===== src/design/tcgr_pkg.sv =====
// Package for the text cell glyph renderer: shared types, register codes,
// pixel format, result struct and the fixed 16-entry VGA palette.
// No dependencies.
package tcgr_pkg;

  // Widths of the configuration port.
  localparam int unsigned CfgIdxW  = 4;
  localparam int unsigned CfgDataW = 16;

  // Hard cap on the number of rows a cell emits.
  localparam int unsigned MaxRowsOut = 16;

  // Configuration register indexes.
  typedef enum logic [CfgIdxW-1:0] {
    REG_LINE_PITCH      = 4'd0,
    REG_BYTES_PER_PIXEL = 4'd1,
    REG_RED_SIZE        = 4'd2,
    REG_GREEN_SIZE      = 4'd3,
    REG_BLUE_SIZE       = 4'd4,
    REG_RED_SHIFT       = 4'd5,
    REG_GREEN_SHIFT     = 4'd6,
    REG_BLUE_SHIFT      = 4'd7
  } cfg_reg_e;

  // Top level sequencer states.
  typedef enum logic [2:0] {
    ST_IDLE,
    ST_PACK_FG,
    ST_PACK_BG,
    ST_LAUNCH,
    ST_RUN
  } tcgr_state_e;

  // Packed pixel format registers.
  typedef struct packed {
    logic [3:0] red_size;
    logic [3:0] green_size;
    logic [3:0] blue_size;
    logic [4:0] red_shift;
    logic [4:0] green_shift;
    logic [4:0] blue_shift;
    logic [2:0] bytes_per_pixel;
  } pix_fmt_t;

  // Per-cell job handed from the setup logic to the row engine.
  typedef struct packed {
    logic [31:0] base_address;
    logic [31:0] fg_color;
    logic [31:0] bg_color;
    logic        char_ok;
  } cell_job_t;

  // One row result.
  typedef struct packed {
    logic [31:0]      byte_address;
    logic [3:0]       glyph_row;
    logic [7:0][31:0] pixel;
    logic             last;
  } row_res_t;

  // VGA palette as {red, green, blue}.
  function automatic logic [23:0] vga_rgb(input logic [3:0] idx);
    logic [23:0] rgb;
    case (idx)
      4'd0:    rgb = 24'h000000;
      4'd1:    rgb = 24'h0000AA;
      4'd2:    rgb = 24'h00AA00;
      4'd3:    rgb = 24'h00AAAA;
      4'd4:    rgb = 24'hAA0000;
      4'd5:    rgb = 24'hAA00AA;
      4'd6:    rgb = 24'hAA5500;
      4'd7:    rgb = 24'hAAAAAA;
      4'd8:    rgb = 24'h555555;
      4'd9:    rgb = 24'h5555FF;
      4'd10:   rgb = 24'h55FF55;
      4'd11:   rgb = 24'h55FFFF;
      4'd12:   rgb = 24'hFF5555;
      4'd13:   rgb = 24'hFF55FF;
      4'd14:   rgb = 24'hFFFF55;
      default: rgb = 24'hFFFFFF;
    endcase
    return rgb;
  endfunction

endpackage


===== src/design/tcgr_packer.sv =====
// Color packer: looks up a VGA palette entry and packs it into the
// configured pixel format. Depends on tcgr_pkg.
module tcgr_packer import tcgr_pkg::*; (
  input  logic [3:0]  idx_i,
  input  pix_fmt_t    fmt_i,
  output logic [31:0] color_o
);

  logic [23:0] rgb;
  logic [31:0] red_part;
  logic [31:0] green_part;
  logic [31:0] blue_part;
  logic [31:0] packed_color;
  logic [2:0]  eff_bpp;

  // Mask a component to its size (capped at 8) and move it into place.
  function automatic logic [31:0] place(input logic [7:0] value, input logic [3:0] size,
                                        input logic [4:0] shift);
    logic [3:0] n;
    logic [7:0] mask;
    n    = (size > 4'd8) ? 4'd8 : size;
    mask = 8'((9'd1 << n) - 9'd1);
    return {24'd0, value & mask} << shift;
  endfunction

  assign rgb = vga_rgb(idx_i);

  always_comb begin
    red_part     = place(rgb[23:16], fmt_i.red_size, fmt_i.red_shift);
    green_part   = place(rgb[15:8], fmt_i.green_size, fmt_i.green_shift);
    blue_part    = place(rgb[7:0], fmt_i.blue_size, fmt_i.blue_shift);
    packed_color = red_part | green_part | blue_part;
  end

  // Cut the packed value to the pixel size in bytes.
  assign eff_bpp = (fmt_i.bytes_per_pixel > 3'd4) ? 3'd4 : fmt_i.bytes_per_pixel;

  always_comb begin
    case (eff_bpp)
      3'd0:    color_o = 32'd0;
      3'd1:    color_o = packed_color & 32'h0000_00FF;
      3'd2:    color_o = packed_color & 32'h0000_FFFF;
      3'd3:    color_o = packed_color & 32'h00FF_FFFF;
      default: color_o = packed_color;
    endcase
  end

endmodule


===== config.mk =====
export PLATFORM = sky130hd
export DESIGN_NAME = tcgr_packer
export DESIGN_NICKNAME = d
export VERILOG_FILES = /design/src/design/tcgr_pkg.sv /design/src/design/tcgr_packer.sv
export SDC_FILE = /design/constraint.sdc
export NUM_CORES = 1
export LEC_CHECK = 0
export BUFFER_PORTS_ARGS = -buffer_cell sky130_fd_sc_hd__buf_4
export CAP_MARGIN = 20
export CELL_PAD_IN_SITES_DETAIL_PLACEMENT = 1
export CELL_PAD_IN_SITES_GLOBAL_PLACEMENT = 1
export CORE_MARGIN = 5
export CORE_UTILIZATION = 28
export DETAILED_ROUTE_END_ITERATION = 10
export PLACE_DENSITY = 0.65
export SYNTH_ARGS = -nofsm -noshare
export SYNTH_HDL_FRONTEND = slang
export SYNTH_SLANG_ARGS = --single-unit

===== constraint.sdc =====
create_clock -name vclk -period 3.2
set_clock_uncertainty 0.2 [all_clocks]
set_input_delay 0.32 -clock vclk [all_inputs]
set_output_delay 0.32 -clock vclk [all_outputs]
set_load 0.02 [all_outputs]

Word-level counts from Yosys, hierarchy flattened
Memories as Yosys holds them, arrays and structs flattened.
Cells that the tools add are included.
{ "totals": {"regBits": 0, "rom_bits": 384, "inputBits": 34, "out_inout_bits": 32, "elab_cells": 28, "memories": 1} }
{ "classes": {"n_addsub": 3, "order_cmp": 4, "n_eq_ne": 3, "shifts": 6, "n_mux": 5, "n_bitwise": 5, "reduce_logical": 1} }
{ "memory_table": {"columns": ["memory", "words", "width", "read_ports", "rd_ports_with_merged_regs", "wr", "line_no", "text"], "rows": [
  ["(no name shown)", 16, 24, 1, 0, 0, "tcgr_pkg.sv:64", "case (idx)"]
]} }
{ "op_table": {"columns": ["op", "count"], "rows": [
  ["$pmux W32 S4", 1],
  ["$shl A8 B5 Y32", 3],
  ["$or A32 B32 Y32", 2],
  ["$and A8 B8 Y8", 3],
  ["$shl A1 B4 Y8 const A", 3],
  ["$sub A8 B1 Y8 const B", 3],
  ["$gt A4 B4 Y1 const B", 3],
  ["$mux W4", 3],
  ["$eq A3 B2 Y1 const B", 2],
  ["$eq A3 B1 Y1 const B", 1],
  ["$gt A3 B3 Y1 const B", 1],
  ["$logic_not A3 Y1", 1],
  ["$mux W3", 1]
]} }

Logic depth before layout (Yosys ltp)
{ "depth": {"ltp_word": 9, "ltp_mapped": 10, "ltp_nobuf": 9} }

Worst setup path before layout
No wires, ideal clock.
{ "synth_path": {"kind": "input -> output", "startpoint": "input port fmt_i[29] (netlist name)", "endpoint": "output port color_o[25]", "t_arrival_ps": 2791, "required_time_ps": 2680, "slack_ps": -111, "path_stages": 10, "n_path_buf": 1, "path_cell_list": "buf_2 nor4_1 inv_1 ha_1 or3_1 a21oi_1 o21bai_1 a2111oi_0 o21ai_0 a31oi_1"} }
{ "synth_between": {"elab_chain_len": 9} }
{ "synth_rtl": {"columns": ["element", "line_no", "text"], "rows": [
  ["from (decl)", "tcgr_packer.sv:5", "input pix_fmt_t fmt_i,"],
  ["$gt A4 B4 Y1", "tcgr_packer.sv:21", "n = (size > 4'd8) ? 4'd8 : size;"],
  ["$mux W4 *", "tcgr_packer.sv:21", null],
  ["$shl A1 B4 Y8 *", "tcgr_packer.sv:22", "mask = 8'((9'd1 << n) - 9'd1);"],
  ["$sub A8 B1 Y8 *", "tcgr_packer.sv:22", null],
  ["$and A8 B8 Y8 *", "tcgr_packer.sv:23", "return {24'd0, value & mask} << shift;"],
  ["$shl A8 B5 Y32 *", "tcgr_packer.sv:23", null],
  ["$or A32 B32 Y32 * (2 in series)", "tcgr_packer.sv:32", "packed_color = red_part | green_part | blue_part;"],
  ["$pmux W32 S4 *", "tcgr_packer.sv:39", "case (eff_bpp)"],
  ["to (decl)", "tcgr_packer.sv:6", "output logic [31:0] color_o"]
]} }
Every way passes the cells marked *; elsewhere a longest branch is shown, timed or not.

Worst setup path in the final report
{ "layout_path": {"startpoint": "input port fmt_i[27] (netlist name)", "endpoint": "output port color_o[7]"} }
The elaborated chain is that of the path after synthesis.

==> flow_metrics.tcl <==
set metrics [dict create \
    outcome "finished with violations" \
    violations "setup timing" \
    crit_arrival_ns 2.70 \
    slew_headroom 0.379 \
    drive_above_1_share 0.384 \
    die_area_um2 12400 \
    final_util 0.443 \
    seq_cell_count 0 \
    setup_slack_ns -0.0157 \
    ys_warn_count 0 \
    hold_ws_ns 0.934 \
    grt_overflow 0 \
    gp_congestion 0.942 \
    synth.distinct_cells 64 \
    grt_max_degree 30 \
    port_buffers 66 \
    register_area_um2 0 \
    finalSetupViolCount 2 \
    crit_path_end_kind "output port" \
    power_leakage_nw 1.63 \
    grt_antenna_before_repair 0 \
    setup_tns_ns -0.0248 \
    drt_wl_total_mm 16.5 \
    synth_top_area_cell "nor2_1" \
    coreArea_um2 10100 \
    post-route-period-util 1.00 \
    synthToLayoutAreaGrowth_pct 56.6 \
    yosysSeqAreaShare 0 \
    drc 0 \
    fill_cells 1287 \
    crit_family "compound AO/OA/AOI/OAI gates" \
    critPathBufInv 5 \
    cp_common_cell "buf_4" \
    max_stage_delay_ns 0.36 \
    n_clock_buffer 0 \
    ir_drop_v 0.0000929 \
    max_cap_violations 0 \
    ys_top_cells_by_area "nor2_1, nand2_1, o21ai_0, a21oi_1, o211ai_1" \
    crit_path_start_kind "input pin" \
    die_height_um 111 \
    path_cells "buf_8, nor4_4, inv_1, ha_2, or3_4, a21oi_4, o21bai_4, buf_6, a211oi_2, buf_4, o21ai_2, a31oi_2, buf_4" \
    dr.pass1.iters 5 \
    vias 4647 \
    grt_pass1_wl_mm 24.7 \
    grt_pass1_vias 4475 \
    antenna_cells 0 \
    post-place-cells 707 \
    dpl.hpwl_mm 12.5 \
    fin_nets 622 \
    ant_nets 0 \
    power_density_nw_per_um2 174 \
    crit_slowest_cell "or3_4" \
    cp.required_ns 2.68 \
    syn_nets 513 \
    fin_crit_ns 3.22 \
    drt_iter0_markers 468 \
    yosys-top-cells-count "nor2_1, nand2_1, o21ai_0" \
    holdBufCountCts 0 \
    synth_most_common_cell "nor2_1" \
    min_path_type "input pin to output port" \
    netlist_area_um2 2870 \
    netlist.area_leader.share 0.0746 \
    initial_core_util 0.283 \
    crit_path_max_fanout 4 \
    maxSlewViolCount 0 \
    worstSetupPathType "input pin to output port" \
    fmax_ghz 0.311 \
    final_cells 719 \
    rsz0062_at_grt "true" \
    die_x_um 111 \
    hold_viol 0 \
    grtUsageTotal 0.240 \
    via_per_inst 6.46 \
    tightestPinTransition_ns 0.932 \
    multiInputGateArea_um2 3140 \
    rows 37 \
    avgSynthCellArea_um2 6.02 \
    io_pins 66 \
    wl_per_cell_um 22.9 \
    syn_inst 476 \
]
==> placed cells by master, fill, tap and decap left out, types with 5 or more instances in the layout <==
cell type	instances
nor3_1	18
a211oi_1	7
nand2_1	49
o21ai_1	5
o21ai_0	24
a32oi_1	8
nand3_1	19
nand2b_1	10
a211oi_2	5
o31ai_1	9
o211ai_1	16
nor2_1	53
nand3b_1	5
a22oi_1	10
a31oi_1	12
inv_1	20
buf_6	6
o221ai_1	6
a21oi_1	26
nor2b_1	5
mux2i_1	6
buf_4	133
o21ai_2	5
a31oi_2	5
nand4_1	5
==> cell families (layout without fill, tap and decap cells) <==
group                      Yosys count  in the layout  share of synthesized area
xor gates and xnor gates             2              2                    0.00611
and+or+nand+nor                    195            195                      0.347
adders and majority gates            3              3                     0.0131
muxes                               10             10                     0.0349
AOI/OAI and AO/OA                  210            210                      0.520
buffers and inverters               56            163                     0.0785
==> metrics by stage <==
step | instance area, um2 | setup WS (ns) | power [mW]
after floorplan | 2890 | 0.0478 | 0.369
after global placement | 3880 | -0.266 | 0.656
after detailed placement | 3880 | -0.377 | 0.663
after CTS | 4050 | -0.00737 | 0.691
after global routing | 4490 | -0.114 | 0.826
final | 4490 | -0.0157 | 0.782
==> power breakdown <==
part           leakage (nW)  internal [mW]  switching (mW)
Clock                     0              0               0
Sequential                0              0               0
Combinational          1.63          0.305           0.477
Total                  1.63          0.305           0.477
==> per-layer routing <==
metal	GRT usage	share of wire
met5	0	0
met4	0.0600	0.034
met3	0.0229	0.061
met1	0.343	0.44
met2	0.386	0.46
==> cell type report <==
class                      instances  share of cell area
inverter                          22              0.0184
tap                              136              0.0379
timing repair buffer             141               0.244
multi-input combinational        420               0.700
==> final timing paths <==
kind | start | to | slack [ns] | cells past startpoint
setup / recovery | fmt_i[27] | color_o[7] | -0.02 | 13
hold / removal | fmt_i[7] | color_o[12] | 0.93 | 4
==> what timing repair did <==
item                                    in CTS  in global routing
gates resized for setup                     33                 75
pin swaps                                   10                 46
endpoints found under the setup margin      26                 29
setup buffers                                4                  8
No activity file was read; power rests on OpenSTA's default activity.
