**config.mk**
```make
export PLATFORM = sky130hd
export DESIGN_NAME = tcgr_row_engine
export DESIGN_NICKNAME = d
export VERILOG_FILES = /design/src/design/tcgr_pkg.sv /design/src/design/tcgr_row_engine.sv
export SDC_FILE = /design/constraint.sdc
export NUM_CORES = 1
export LEC_CHECK = 0
export ABC_CLOCK_PERIOD_IN_PS = 12950
export BUFFER_PORTS_ARGS = -buffer_cell sky130_fd_sc_hd__buf_4
export CORE_MARGIN = 2
export CORE_UTILIZATION = 50
export DETAILED_ROUTE_END_ITERATION = 6
export PLACE_DENSITY = 0.78
export SKIP_CTS_REPAIR_TIMING = 1
export SLEW_MARGIN = 10
export SYNTH_ARGS = -nofsm -noshare
export SYNTH_HDL_FRONTEND = slang
export SYNTH_SLANG_ARGS = --single-unit
```
**constraint.sdc**
```tcl
create_clock -name clk_i -period 12.95 [get_ports clk_i]
set_input_delay 3.885 -clock clk_i [delete_from_list [all_inputs] [get_ports clk_i]]
set_output_delay 3.885 -clock clk_i [all_outputs]
set_load 0.1 [all_outputs]
```
**src/design/tcgr_pkg.sv**
```systemverilog
// Package for the text cell glyph renderer: shared types, register codes,
// pixel format, result struct and the fixed 16-entry VGA palette.
// No dependencies.
package tcgr_pkg;

  // Widths of the configuration port.
  localparam int unsigned CfgIdxW  = 4;
  localparam int unsigned CfgDataW = 16;

  // Hard cap on the number of rows a cell emits.
  localparam int unsigned MaxRowsOut = 16;

  // Configuration register indexes.
  typedef enum logic [CfgIdxW-1:0] {
    REG_LINE_PITCH      = 4'd0,
    REG_BYTES_PER_PIXEL = 4'd1,
    REG_RED_SIZE        = 4'd2,
    REG_GREEN_SIZE      = 4'd3,
    REG_BLUE_SIZE       = 4'd4,
    REG_RED_SHIFT       = 4'd5,
    REG_GREEN_SHIFT     = 4'd6,
    REG_BLUE_SHIFT      = 4'd7
  } cfg_reg_e;

  // Top level sequencer states.
  typedef enum logic [2:0] {
    ST_IDLE,
    ST_PACK_FG,
    ST_PACK_BG,
    ST_LAUNCH,
    ST_RUN
  } tcgr_state_e;

  // Packed pixel format registers.
  typedef struct packed {
    logic [3:0] red_size;
    logic [3:0] green_size;
    logic [3:0] blue_size;
    logic [4:0] red_shift;
    logic [4:0] green_shift;
    logic [4:0] blue_shift;
    logic [2:0] bytes_per_pixel;
  } pix_fmt_t;

  // Per-cell job handed from the setup logic to the row engine.
  typedef struct packed {
    logic [31:0] base_address;
    logic [31:0] fg_color;
    logic [31:0] bg_color;
    logic        char_ok;
  } cell_job_t;

  // One row result.
  typedef struct packed {
    logic [31:0]      byte_address;
    logic [3:0]       glyph_row;
    logic [7:0][31:0] pixel;
    logic             last;
  } row_res_t;

  // VGA palette as {red, green, blue}.
  function automatic logic [23:0] vga_rgb(input logic [3:0] idx);
    logic [23:0] rgb;
    case (idx)
      4'd0:    rgb = 24'h000000;
      4'd1:    rgb = 24'h0000AA;
      4'd2:    rgb = 24'h00AA00;
      4'd3:    rgb = 24'h00AAAA;
      4'd4:    rgb = 24'hAA0000;
      4'd5:    rgb = 24'hAA00AA;
      4'd6:    rgb = 24'hAA5500;
      4'd7:    rgb = 24'hAAAAAA;
      4'd8:    rgb = 24'h555555;
      4'd9:    rgb = 24'h5555FF;
      4'd10:   rgb = 24'h55FF55;
      4'd11:   rgb = 24'h55FFFF;
      4'd12:   rgb = 24'hFF5555;
      4'd13:   rgb = 24'hFF55FF;
      4'd14:   rgb = 24'hFFFF55;
      default: rgb = 24'hFFFFFF;
    endcase
    return rgb;
  endfunction

endpackage

```
**src/design/tcgr_row_engine.sv**
```systemverilog
// Row engine: issues one font read per glyph row, expands the glyph byte into
// eight pixels and steps the framebuffer address with one shared adder.
// Depends on tcgr_pkg.
module tcgr_row_engine import tcgr_pkg::*; #(
  parameter int GLYPH_ROWS = 16,
  parameter int AddrW      = 12
) (
  input  logic             clk_i,
  input  logic             rst_ni,
  input  logic             start_i,
  input  cell_job_t        job_i,
  input  logic [AddrW-1:0] char_base_i,
  input  logic [15:0]      line_pitch_i,
  output logic             rd_en_o,
  output logic [AddrW-1:0] rd_addr_o,
  input  logic [7:0]       rd_data_i,
  output logic             res_valid_o,
  input  logic             res_ready_i,
  output row_res_t         res_o,
  output logic             done_o
);

  localparam int NumRows = (GLYPH_ROWS > MaxRowsOut) ? MaxRowsOut : GLYPH_ROWS;
  localparam int RowW    = (NumRows > 1) ? $clog2(NumRows) : 1;
  localparam logic [RowW-1:0] LastRow = RowW'(NumRows - 1);

  logic            busy_q, busy_d;
  logic            issued_all_q, issued_all_d;
  logic [RowW-1:0] issue_row_q, issue_row_d;
  logic            fetch_valid_q, fetch_valid_d;
  logic [RowW-1:0] fetch_row_q, fetch_row_d;
  logic            out_valid_q, out_valid_d;
  row_res_t        out_q, out_d;
  logic [31:0]     acc_q, acc_d;
  logic            issue;
  logic            fetch_move;
  logic [7:0]      bits;

  // Handoff from the fetch stage into the output register.
  assign fetch_move = fetch_valid_q && (!out_valid_q || res_ready_i);
  assign issue      = busy_q && !issued_all_q && (!fetch_valid_q || fetch_move);
  assign rd_en_o    = issue;
  assign rd_addr_o  = char_base_i + AddrW'(issue_row_q);
  assign bits       = job_i.char_ok ? rd_data_i : 8'd0;
  assign done_o     = fetch_move && (fetch_row_q == LastRow);

  // Next-state logic for the row pipeline.
  always_comb begin
    busy_d        = busy_q;
    issued_all_d  = issued_all_q;
    issue_row_d   = issue_row_q;
    fetch_valid_d = fetch_valid_q;
    fetch_row_d   = fetch_row_q;
    out_valid_d   = out_valid_q;
    out_d         = out_q;
    acc_d         = acc_q;

    if (start_i) begin
      busy_d       = 1'b1;
      issued_all_d = 1'b0;
      issue_row_d  = '0;
      acc_d        = job_i.base_address;
    end

    if (issue) begin
      fetch_valid_d = 1'b1;
      fetch_row_d   = issue_row_q;
      if (issue_row_q == LastRow) begin
        issued_all_d = 1'b1;
      end else begin
        issue_row_d = issue_row_q + RowW'(1);
      end
    end else if (fetch_move) begin
      fetch_valid_d = 1'b0;
    end

    if (fetch_move) begin
      out_valid_d        = 1'b1;
      out_d.byte_address = acc_q;
      out_d.glyph_row    = 4'(fetch_row_q);
      out_d.last         = (fetch_row_q == LastRow);
      for (int j = 0; j < 8; j++) begin
        out_d.pixel[j] = bits[7-j] ? job_i.fg_color : job_i.bg_color;
      end
      acc_d = acc_q + {16'd0, line_pitch_i};
      if (fetch_row_q == LastRow) begin
        busy_d = 1'b0;
      end
    end else if (res_ready_i) begin
      out_valid_d = 1'b0;
    end
  end

  // Control registers.
  always_ff @(posedge clk_i or negedge rst_ni) begin
    if (!rst_ni) begin
      busy_q        <= 1'b0;
      issued_all_q  <= 1'b0;
      issue_row_q   <= '0;
      fetch_valid_q <= 1'b0;
      fetch_row_q   <= '0;
      out_valid_q   <= 1'b0;
    end else begin
      busy_q        <= busy_d;
      issued_all_q  <= issued_all_d;
      issue_row_q   <= issue_row_d;
      fetch_valid_q <= fetch_valid_d;
      fetch_row_q   <= fetch_row_d;
      out_valid_q   <= out_valid_d;
    end
  end

  // Payload registers.
  always_ff @(posedge clk_i) begin
    out_q <= out_d;
    acc_q <= acc_d;
  end

  assign res_valid_o = out_valid_q;
  assign res_o       = out_q;

endmodule

```
# Yosys cells after proc, flatten, opt, wreduce, memory -nomap -nowiden
# Cells that the tools add are included.
op_classes:
  n_addsub: 3
  eq_ne: 2
  n_mux: 24
  n_reduce_logical: 12
ops:
  columns: ["op", "n"]
  rows:
  - ["2-to-1 mux 32 bit", 10]
  - ["adder 32 x 16 -> 32 bit", 1]
  - ["adder 12 x 4 -> 12 bit", 1]
  - ["2-to-1 mux 4 bit", 3]
  - ["2-to-1 mux 1 bit", 10]
  - ["== test 4 bit, second input constant", 2]
  - ["2-to-1 mux 8 bit", 1]
  - ["nonzero test 2 bit", 3]
  - ["adder 4 x 1 -> 4 bit, second input constant", 1]
  - ["logical AND 1 bit", 4]
  - ["logical NOT 1 bit", 3]
  - ["logical OR 1 bit", 2]
word_totals:
  regBits: 337
  inputBits: 137
  out_inout_bits: 308

# Longest topological paths before layout
# Gate-level depths: netlist of the first run.
depth:
  word_depth: 6
  mapped_depth: 9
  mapped_depth_nobuf: 8

# Least setup slack after synthesis of the first run
# OpenSTA, ideal clock, no wires.
synth_timing:
  kind: "in2reg"
  startpoint: "input res_ready_i"
  endpoint: "register acc_q[18], data pin"
  setup_ns: 0.644
  arrival_ns: 12.817
  t_required_ns: 12.306
  path_slack_ns: -0.511
  cell_stages: 6
  path_buffers: 2
  cell_sequence: "nand2b_1 -> nand2_1 -> inv_1 -> clkbuf_1 -> buf_1 -> a31oi_1"
synth_via:
  elab_chain_len: 3
synth_lines:
  columns: ["element", "line_no", "source"]
  rows:
  - ["start, declared", "tcgr_row_engine.sv:18", "input logic res_ready_i,"]
  - ["logical OR 1 bit", "tcgr_row_engine.sv:40", "assign fetch_move = fetch_valid_q && (!out_valid_q || res_ready_i);"]
  - ["logical AND 1 bit", "tcgr_row_engine.sv:40", null]
  - ["named net fetch_move", "tcgr_row_engine.sv:36", "logic fetch_move;"]
  - ["2-to-1 mux 32 bit", "tcgr_row_engine.sv:77", "if (fetch_move) begin"]
  - ["named net acc_d[18]", "tcgr_row_engine.sv:34", "logic [31:0] acc_q, acc_d;"]
  - ["end signal, assigned", "tcgr_row_engine.sv:116", "acc_q <= acc_d;"]
  - ["end, declared", "tcgr_row_engine.sv:34", null]
# The timed path passes the listed nets, and every way through them passes these cells.
# A chain may end at the register's enable or synchronous reset.

# Worst setup path in the final report of the first run
layout_timing:
  startpoint: "input char_base_i[0]"
  endpoint: "output rd_addr_o[8]"
layout_via:
  elab_chain_len: 1
layout_lines:
  columns: ["element", "line_no", "source"]
  rows:
  - ["start, declared", "tcgr_row_engine.sv:12", "input logic [AddrW-1:0] char_base_i,"]
  - ["adder 12 x 4 -> 12 bit", "tcgr_row_engine.sv:43", "assign rd_addr_o = char_base_i + AddrW'(issue_row_q);"]
  - ["end, declared", "tcgr_row_engine.sv:15", "output logic [AddrW-1:0] rd_addr_o,"]
# No other way between the ends.

==> flow_summary.toml, run 1 <==
[run_status]
outcome = "finished, final reports clean"

[power]
clkPwrFrac = 0.301
p_int_mw = 2.215
swShare = 0.3665
p_switching_mw = 1.282
pwr-share-comb = 0.307
power_density_mw_per_mm2 = 174.1
p_seq_frac = 0.393
vdd_drop_max_v = 0.0001822
p_leak_nw = 8.031
total_power_mw = 3.497

[setup_path]
cp.required_ns = 9.06
cp-end-kind = "output pin"
slowest_delay_ns = 0.42
slowest_stage = "a21oi_1"
reg2reg_slack_ns = 9.68
path_max_fanout = 4
crit_chain = "buf_4, ha_1, inv_1, fa_1, inv_1, a21o_1, a21oi_1, nand3b_1, xnor2_1, buf_4"
critPathKind = "in -> out"
rr_worst_depth = 5
r2r-end = "res_o[229]"
critical_path.startpoint_type = "primary input"
arrival_ns = 5.73
reg2reg_from = "res_valid_o"

[timing]
slew_headroom = 0.2276
period_needed_ns = 9.614
final.setup.tns_ns = 0
grt_setup_unrepaired = "no"
hold_viol_final = 0
final.setup_skew_ns = 0.008887
finalSetupViolations = 0
max_freq_mhz = 104.0
slew_violations = 0
worst_pin_slew_ns = 1.154
timing.final.crit_share = 0.7424

[placement]
dp.cells = 1762
routabilityCongestion = 0.8912
placed_cell_area_mm2 = 0.01889
io_buffers = 444
hpwl_mm = 26.81

[yosys]
synth_warnings = 0
ys_ff_latch = 337
synthSimpleGateAreaFrac = 0.05782
synthAdderAreaFrac = 0.02002
synth_nets = 1119
syn_inst = 959
synth-xor-area-share = 0.01100
syn-cell-area_mm2 = 0.01513
synth_edf_count = 325
synth_area_per_cell_um2 = 15.77
yosys-mux-area-fraction = 0.1927
synthFlopType = "edfxtp_1"
synth_compound_area_frac = 0.04012
seq_area_frac_synth = 0.6651
synth_top_family_by_area = "multiplexers"
ys_async_sr_fraction = 0.03561
synth.distinct_cells = 50

[drt]
dr.first_iter.drc_count = 795
avgViaCountPerCell = 5.591
drt_pre_antenna_iters = 5
drt-total-wl_mm = 40.68
drc = 0
wl_per_cell_um = 22.23
via_count = 10231
antenna_left = 0

[clocking]
cts_tree = "built"
clock_sinks = 337
numCtsBuffers = 37
htree_levels = 2
cts.path.max_buffers = 3
clk_latency_ns = 0.51
root_buffer = "clkbuf_16"
cts.reportedPaths.clkPinSlew_ns = 0.05

[min_path]
hold_end = "res_o[266]"
hp-class = "reg -> reg"
hp-start = "acc_q[5]"
min_path_cells = 0

[global_route]
overflow = 0
grt_pass1_vias = 9863
antenna_found_initial = 2
grt_usage = 0.2470
grt_max_degree = 166
grt_pass1_wl_mm = 58.76

[floorplan]
die_h_um = 177.9
core_area_mm2 = 0.02972
die_w_um = 177.9
rows = 63
ioPinCount = 445
die_area_mm2 = 0.03166
start_util = 0.5090

[layout]
syn_to_final_growth_pct = 32.83
nets = 1571
layout-drive-gt1-share = 0.5382
finalNonFillerCells = 1830
final_area_mm2 = 0.02009
layout_common_cells = "451 x buf_4, 325 x edfxtp_1, 258 x mux2_2, 50 x nand2_1, 39 x clkbuf_16"
final_common_cell = "buf_4"

[flow_run]
cap_violations = 0
==> power by group through the flow <==
| stage | sequential (mW) | clock, mW | combinational, mW |
|---|---|---|---|
| after floorplan | 1.91 | 0 | 0.313 |
| after global placement | 1.39 | 0 | 1.06 |
| after detailed placement | 1.39 | 0 | 1.07 |
| after CTS | 1.37 | 1.07 | 1.07 |
| after global routing | 1.38 | 1.11 | 1.11 |
| final | 1.37 | 1.05 | 1.07 |
==> cells in the mapped netlist (7+ instances only) <==
| library cell | instances | area, um2 |
|---|---|---|
| a21o_1 | 8 | 60.06 |
| a21oi_1 | 16 | 80.08 |
| a31oi_1 | 10 | 62.56 |
| and3_1 | 10 | 62.56 |
| buf_1 | 26 | 97.59 |
| clkbuf_1 | 11 | 41.29 |
| dfrtp_1 | 12 | 300.3 |
| edfxtp_1 | 325 | 9759 |
| ha_1 | 21 | 262.8 |
| inv_1 | 14 | 52.55 |
| mux2_2 | 258 | 2905 |
| nand2_1 | 59 | 221.5 |
| nand2b_1 | 7 | 43.79 |
| nand3_1 | 21 | 105.1 |
| nor2_1 | 20 | 75.07 |
| nor3_1 | 7 | 35.03 |
| o21ai_0 | 18 | 90.09 |
| o21ai_1 | 19 | 95.09 |
| o31ai_1 | 7 | 52.55 |
| or3_1 | 7 | 43.79 |
| xnor2_1 | 11 | 96.34 |
| xor2_1 | 8 | 70.07 |
==> per-layer routing <==
layer,vias up,track usage,part of all wire
li1,4648,-,-
met1,5015,0.2976,0.38
met2,496,0.4207,0.50
met3,72,0.07819,0.098
met4,0,0.08128,0.028
met5,-,0,0
==> sequential cells by signal (all words and copies together), names as in the netlist <==
| register | flops |
|---|---|
| res_o | 293 |
| acc_q | 32 |
| fetch_row_q | 4 |
| issue_row_q | 4 |
| busy_q | 1 |
| fetch_valid_q | 1 |
| issued_all_q | 1 |
| res_valid_o | 1 |
==> critical path, delay by kind of cell <==
| family | cells | cell delay (ns) |
|---|---|---|
| AOI/OAI and AO/OA | 2 | 0.58 |
| buffers and inverters | 4 | 0.55 |
| adders and majority gates | 2 | 0.40 |
| and+or+nand+nor | 1 | 0.19 |
| xor gates and xnor gates | 1 | 0.12 |
==> how the worst max path moves through the flow <==
stage	from	end	slack (ns)	depth (start not counted)
floorplan	res_ready_i	acc_q[18]	0.34	6
global placement	char_base_i[0]	rd_addr_o[8]	3.34	10
detailed placement	char_base_i[0]	rd_addr_o[8]	3.33	10
CTS	char_base_i[0]	rd_addr_o[8]	3.32	10
global route	char_base_i[0]	rd_addr_o[8]	3.22	10
finish	char_base_i[0]	rd_addr_o[8]	3.34	10
==> final cells by class <==
type,count,area [um2]
repair buffers,451,3386
clock buffers,49,1013
well taps,390,488.0
clock inverters,17,187.7
fillers,2073,9625
multi-input cells,569,4888
diodes,2,5.005
inverters,15,63.81
flip-flops and latches,337,10060
==> cell families (layout without fill, tap and decap cells) <==
logic type                 count (synthesis)  in the layout
adders and majority gates                 23             23
other                                      0              2
buffers and inverters                     53            532
AOI/OAI and AO/OA                         98             98
muxes                                    259            259
xor gates and xnor gates                  19             19
DFF                                      337            337
and+or+nand+nor                          170            170
==> metrics by stage <==
stage          hold WS (ns)  setup WS, ns    util
2_1_floorplan        0.4307        0.3431       -
3_3_place_gp         0.4390         3.342  0.6355
3_5_place_dp         0.4444         3.329  0.6355
4_1_cts              0.4556         3.322  0.6759
5_1_grt              0.4660         3.217  0.6761
6_report             0.4604         3.336  0.6761
(Power assumes the default switching activity.)
==> run 2: changes to the inputs <==
--- a/config.mk
+++ b/config.mk
@@ -5,12 +5,12 @@
 export SDC_FILE = /design/constraint.sdc
 export NUM_CORES = 1
 export LEC_CHECK = 0
-export ABC_CLOCK_PERIOD_IN_PS = 12950
+export ABC_CLOCK_PERIOD_IN_PS = 8700
 export BUFFER_PORTS_ARGS = -buffer_cell sky130_fd_sc_hd__buf_4
 export CORE_MARGIN = 2
-export CORE_UTILIZATION = 50
+export CORE_UTILIZATION = 47
 export DETAILED_ROUTE_END_ITERATION = 6
-export PLACE_DENSITY = 0.78
+export PLACE_DENSITY = 0.77
 export SKIP_CTS_REPAIR_TIMING = 1
 export SLEW_MARGIN = 10
 export SYNTH_ARGS = -nofsm -noshare
==> constraint.sdc (replaced) <==
create_clock -name clk_i -period 8.7 [get_ports clk_i]
set_input_delay 2.61 -clock clk_i [delete_from_list [all_inputs] [get_ports clk_i]]
set_output_delay 2.61 -clock clk_i [all_outputs]
set_load 0.1 [all_outputs]
==> run 2 against run 1 <==
Net effect:
- worst hold slack worse by 0.0035 ns
- final cell count grew 0.60%
- global-route usage decreased by 1.5 points
- first-iteration DRC count decreased by 9.3%
- clock power grew 46%
- die area grew 6.2%
- wire length down 1.0%
- combinational power up 50%
==> flow_summary.toml, run 2 (synthesis gave the netlist of run 1 again) <==
[layout]
largest_register_ffs = 293
final_common_cell = "buf_4"
syn_to_final_growth_pct = 32.79
finalNonFillerCells = 1841
layout-drive-gt1-share = 0.5369
post-route-util = 0.6349
layout_common_cells = "448 x buf_4, 325 x edfxtp_1, 258 x mux2_2, 50 x nand2_1, 41 x clkbuf_16"
final_area_mm2 = 0.02009
nets = 1570

[floorplan]
core_area_mm2 = 0.03164
die_w_um = 183.4
ioPinCount = 445
start_util = 0.4781
die_area_mm2 = 0.03363
die_h_um = 183.4
rows = 65

[placement]
placed_cell_area_mm2 = 0.01890
dp.cells = 1772
routabilityCongestion = 0.8802
io_buffers = 444
hpwl_mm = 26.71

[setup_path]
critical_path.startpoint_type = "primary input"
arrival_ns = 4.49
slowest_stage = "buf_4"
cp.required_ns = 6.09
crit_chain = "buf_4, ha_1, inv_1, fa_1, inv_1, a21o_1, a21oi_1, nor2_1, xor2_1, buf_4"
path_buf_inv = 4
slowest_delay_ns = 0.36
crit_family = "buffers and inverters"
critPathKind = "in -> out"
path_max_fanout = 4
cp-end-kind = "output pin"

[power]
p_leak_nw = 8.024
vdd_drop_max_v = 0.0002619
p_switching_mw = 1.901
clkPwrFrac = 0.296
total_power_mw = 5.168
p_int_mw = 3.267
power_density_mw_per_mm2 = 257.3
pwr-share-comb = 0.309
swShare = 0.3678
p_seq_frac = 0.396

[global_route]
grt_pass1_vias = 10165
grt_pass1_wl_mm = 59.77
grt_max_degree = 162
grt_usage = 0.2317
antenna_found_initial = 1
overflow = 0

[clocking]
htree_levels = 2
clk_latency_ns = 0.51
cts_tree = "built"
numCtsBuffers = 38
cts.reportedPaths.clkPinSlew_ns = 0.06
cts.path.max_buffers = 3
clock_sinks = 337
root_buffer = "clkbuf_16"

[timing]
hold_viol_final = 0
grt_setup_unrepaired = "no"
slew_headroom = 0.2382
period_needed_ns = 7.100
final.setup.tns_ns = 0
slew_violations = 0
timing.final.crit_share = 0.8160
worst_pin_slew_ns = 1.139
max_freq_mhz = 140.9
final.setup_skew_ns = 0.01134
finalSetupViolations = 0

[drt]
avgViaCountPerCell = 5.557
wl_met3_mm = 3.329
wl_per_cell_um = 21.87
drc = 0
m1WireLength_mm = 15.05
antenna_left = 0
top_layer = "met4"
drt_pre_antenna_iters = 5
dr.first_iter.drc_count = 721
via_count = 10231
drt-total-wl_mm = 40.27
wl_met2_mm = 20.35

[flow_run]
cap_violations = 0

[run_status]
outcome = "finished, final reports clean"

[min_path]
hp-class = "reg -> reg"
run 2: cell types whose count changed in the layout (fill, tap and decap cells not counted):
| cell | change |
|---|---|
| clkbuf_8 | +2 |
| clkinv_4 | -1 |
| clkbuf_1 | +4 |
| clkinvlp_4 | -1 |
| clkinv_1 | -2 |
| clkinv_2 | +1 |
| buf_12 | +1 |
| bufinv_16 | -3 |
| diode_2 | -1 |
| buf_4 | -3 |
| clkbuf_16 | +2 |
run 2: path summary, 6_finish.rpt:
path	end	startpoint	cells past startpoint	slack (ns)
worst max-delay path	rd_addr_o[6]	char_base_i[0]	10	1.60
worst min register to register	res_o[267]	acc_q[6]	0	0.46
worst min-delay path	res_o[267]	acc_q[6]	0	0.46
min in group asynchronous	fetch_row_q[3]	rst_ni	1	1.93
max in group asynchronous	fetch_row_q[2]	rst_ni	1	6.61
worst max register to register	acc_q[22]	acc_q[0]	8	5.54
run 2: through the flow:
stage / hold WS, ns / worst slack (ns)
3_3_place_gp: 0.4388 / 1.642
4_1_cts: 0.4550 / 1.597
3_5_place_dp: 0.4432 / 1.596
6_report: 0.4569 / 1.600
2_1_floorplan: 0.4307 / 0.7839
5_1_grt: 0.4697 / 1.482
run 2: power by group through the flow:
stage	combinational [mW]	sequential, mW	clock [mW]
final	1.60	2.04	1.53
after global routing	1.66	2.06	1.62
after CTS	1.60	2.04	1.56
after detailed placement	1.59	2.08	0
after global placement	1.57	2.07	0
after floorplan	0.466	2.83	0
run 2: routing by layer:
metal,global-route usage,vias to the layer above
met5,0,-
met4,0.08704,0
met3,0.05639,85
met2,0.4033,480
met1,0.2791,5018
li1,-,4648
run 2: cell type report:
class	instances	area [um2]
well taps	402	503.0
clock buffers	57	1106
inverters	15	63.81
repair buffers	449	3383
fillers	2325	11550
multi-input cells	569	4888
diodes	1	2.502
flip-flops and latches	337	10060
clock inverters	11	78.83
==> run 3: changes to the inputs <==
--- a/config.mk
+++ b/config.mk
@@ -5,7 +5,7 @@
 export SDC_FILE = /design/constraint.sdc
 export NUM_CORES = 1
 export LEC_CHECK = 0
-export ABC_CLOCK_PERIOD_IN_PS = 8700
+export ABC_CLOCK_PERIOD_IN_PS = 5900
 export BUFFER_PORTS_ARGS = -buffer_cell sky130_fd_sc_hd__buf_4
 export CORE_MARGIN = 2
 export CORE_UTILIZATION = 47
==> constraint.sdc (replaced) <==
create_clock -name clk_i -period 5.9 [get_ports clk_i]
set_input_delay 1.77 -clock clk_i [delete_from_list [all_inputs] [get_ports clk_i]]
set_output_delay 1.77 -clock clk_i [all_outputs]
set_load 0.1 [all_outputs]
==> run 3 against run 2 <==
Net effect:
- non-clock buffer count grew 3
- worst hold slack lost 0.0065 ns
- worst setup slack lost 1.1 ns
- die area is the same
- clock skew grew 0.0086 ns
- final cell count grew 0.16%
- final area grew 0.35%
- clock power grew 49%
- register-to-register slack lost 2.8 ns
- critical path type unchanged
- highest routed layer unchanged
==> flow_summary.toml, run 3 (synthesis gave the netlist of run 1 again) <==
[drt]
drc = 0
avgViaCountPerCell = 5.507
dr.first_iter.drc_count = 724
drt_pre_antenna_iters = 4
wl_per_cell_um = 22.12
via_count = 10155
antenna_left = 0
drt-total-wl_mm = 40.80

[power]
p_seq_frac = 0.393
total_power_mw = 7.656
p_leak_nw = 8.054
vdd_drop_max_v = 0.0002497
power_density_mw_per_mm2 = 379.9
p_int_mw = 4.849
pwr-share-comb = 0.308
swShare = 0.3667
clkPwrFrac = 0.298
p_switching_mw = 2.807

[timing]
final.setup.tns_ns = 0
grt_setup_unrepaired = "no"
setup_slack_ns = 0.5338
max_freq_mhz = 186.4
hold_viol_final = 0
worst_pin_slew_ns = 1.210
timing.final.crit_share = 0.9095
period_needed_ns = 5.366
final.setup_skew_ns = 0.01992
slew_headroom = 0.1903
slew_violations = 0
finalSetupViolations = 0
whs_ns = 0.4503

[clocking]
clock_sinks = 337
cts.path.max_buffers = 3
cts.reportedPaths.clkPinSlew_ns = 0.06
numCtsBuffers = 37
root_buffer = "clkbuf_16"
clk_latency_ns = 0.52
cts_tree = "built"
htree_levels = 2

[setup_path]
critical_path.startpoint_type = "primary input"
crit_family = "buffers and inverters"
rr_worst_depth = 8
critPathKind = "in -> out"
cp.required_ns = 4.13
slowest_delay_ns = 0.35
path_depth = 9
path_buf_inv = 2
cp-end-kind = "output pin"
slowest_stage = "buf_4"
crit_chain = "buf_4, ha_1, a21o_1, a21oi_1, nor2b_1, nor2_1, nor2_1, xor2_1, buf_4"
arrival_ns = 3.60
path_max_fanout = 3

[placement]
hpwl_mm = 26.87
dp.cells = 1775
io_buffers = 444
routabilityCongestion = 0.8560
placed_cell_area_mm2 = 0.01896
place_ws_ns = 0.5169

[global_route]
grt_max_degree = 136
grt_pass1_vias = 10335
overflow = 0
grt_usage = 0.2358
antenna_found_initial = 2
grt_pass1_wl_mm = 60.14

[floorplan]
ioPinCount = 445
die_w_um = 183.4
start_util = 0.4781
rows = 65
die_h_um = 183.4
core_area_mm2 = 0.03164
die_area_mm2 = 0.03363

[layout]
finalNonFillerCells = 1844
nets = 1572
layout-drive-gt1-share = 0.5403
final_common_cell = "buf_4"
post-route-util = 0.6371
syn_to_final_growth_pct = 33.25
final_area_mm2 = 0.02016
largest_register_ffs = 293
layout_common_cells = "450 x buf_4, 325 x edfxtp_1, 258 x mux2_2, 50 x nand2_1, 39 x clkbuf_16"

[min_path]
hp-class = "reg -> reg"
min_path_cells = 0

[flow_run]
cap_violations = 0

[run_status]
outcome = "finished, final reports clean"
run 3: changes by cell type in the layout (fill, tap and decap cells not counted), moves of 2 or more:
cell / previous run / this run
bufinv_16: 1 / 3
xor2_1: 8 / 6
clkbuf_16: 41 / 39
clkbuf_1: 14 / 11
xor2_2: 0 / 2
buf_4: 448 / 450
clkinv_1: 4 / 6
run 3: metal layers:
layer	track usage	up-vias	part of all wire
met5	0	-	0
met4	0.08800	0	0.035
met3	0.06970	84	0.086
met2	0.4068	429	0.50
met1	0.2793	4997	0.38
li1	-	4645	-
run 3: layout make-up:
cell class / count / area, um2
fill: 2367 / 11480
sequential: 337 / 10060
multi-input combinational: 569 / 4911
timing repair buffer: 452 / 3418
clock buffer: 52 / 1045
tap: 402 / 503.0
clock inverter: 15 / 150.1
inverter: 15 / 63.81
antenna: 2 / 5.005
run 3: power by group through the flow:
stage | combinational (mW) | clock, mW | sequential [mW]
3_3_place_gp | 2.33 | 0 | 3.05
4_1_cts | 2.36 | 2.32 | 3.01
6_report | 2.36 | 2.28 | 3.01
3_5_place_dp | 2.36 | 0 | 3.06
5_1_grt | 2.46 | 2.41 | 3.04
2_1_floorplan | 0.688 | 0 | 4.16
run 3: worst reg2reg max path, cell delays in order (launching register included):
cell,delay (ns)
edfxtp_1,0.39
ha_1,0.24
fa_1,0.42
a21oi_1,0.28
o21a_1,0.19
o22ai_1,0.14
a221oi_2,0.85
or4_1,0.23
a31oi_1,0.09
run 3: path summary, 6_finish.rpt:
path | start | end | slack [ns]
worst max register to register | acc_q[0] | acc_q[26] | 2.78
min in group asynchronous | rst_ni | fetch_row_q[3] | 1.07
worst min-delay path | acc_q[9] | res_o[270] | 0.45
max in group asynchronous | rst_ni | fetch_row_q[2] | 4.68
worst max-delay path | char_base_i[1] | rd_addr_o[9] | 0.53
worst min register to register | acc_q[9] | res_o[270] | 0.45
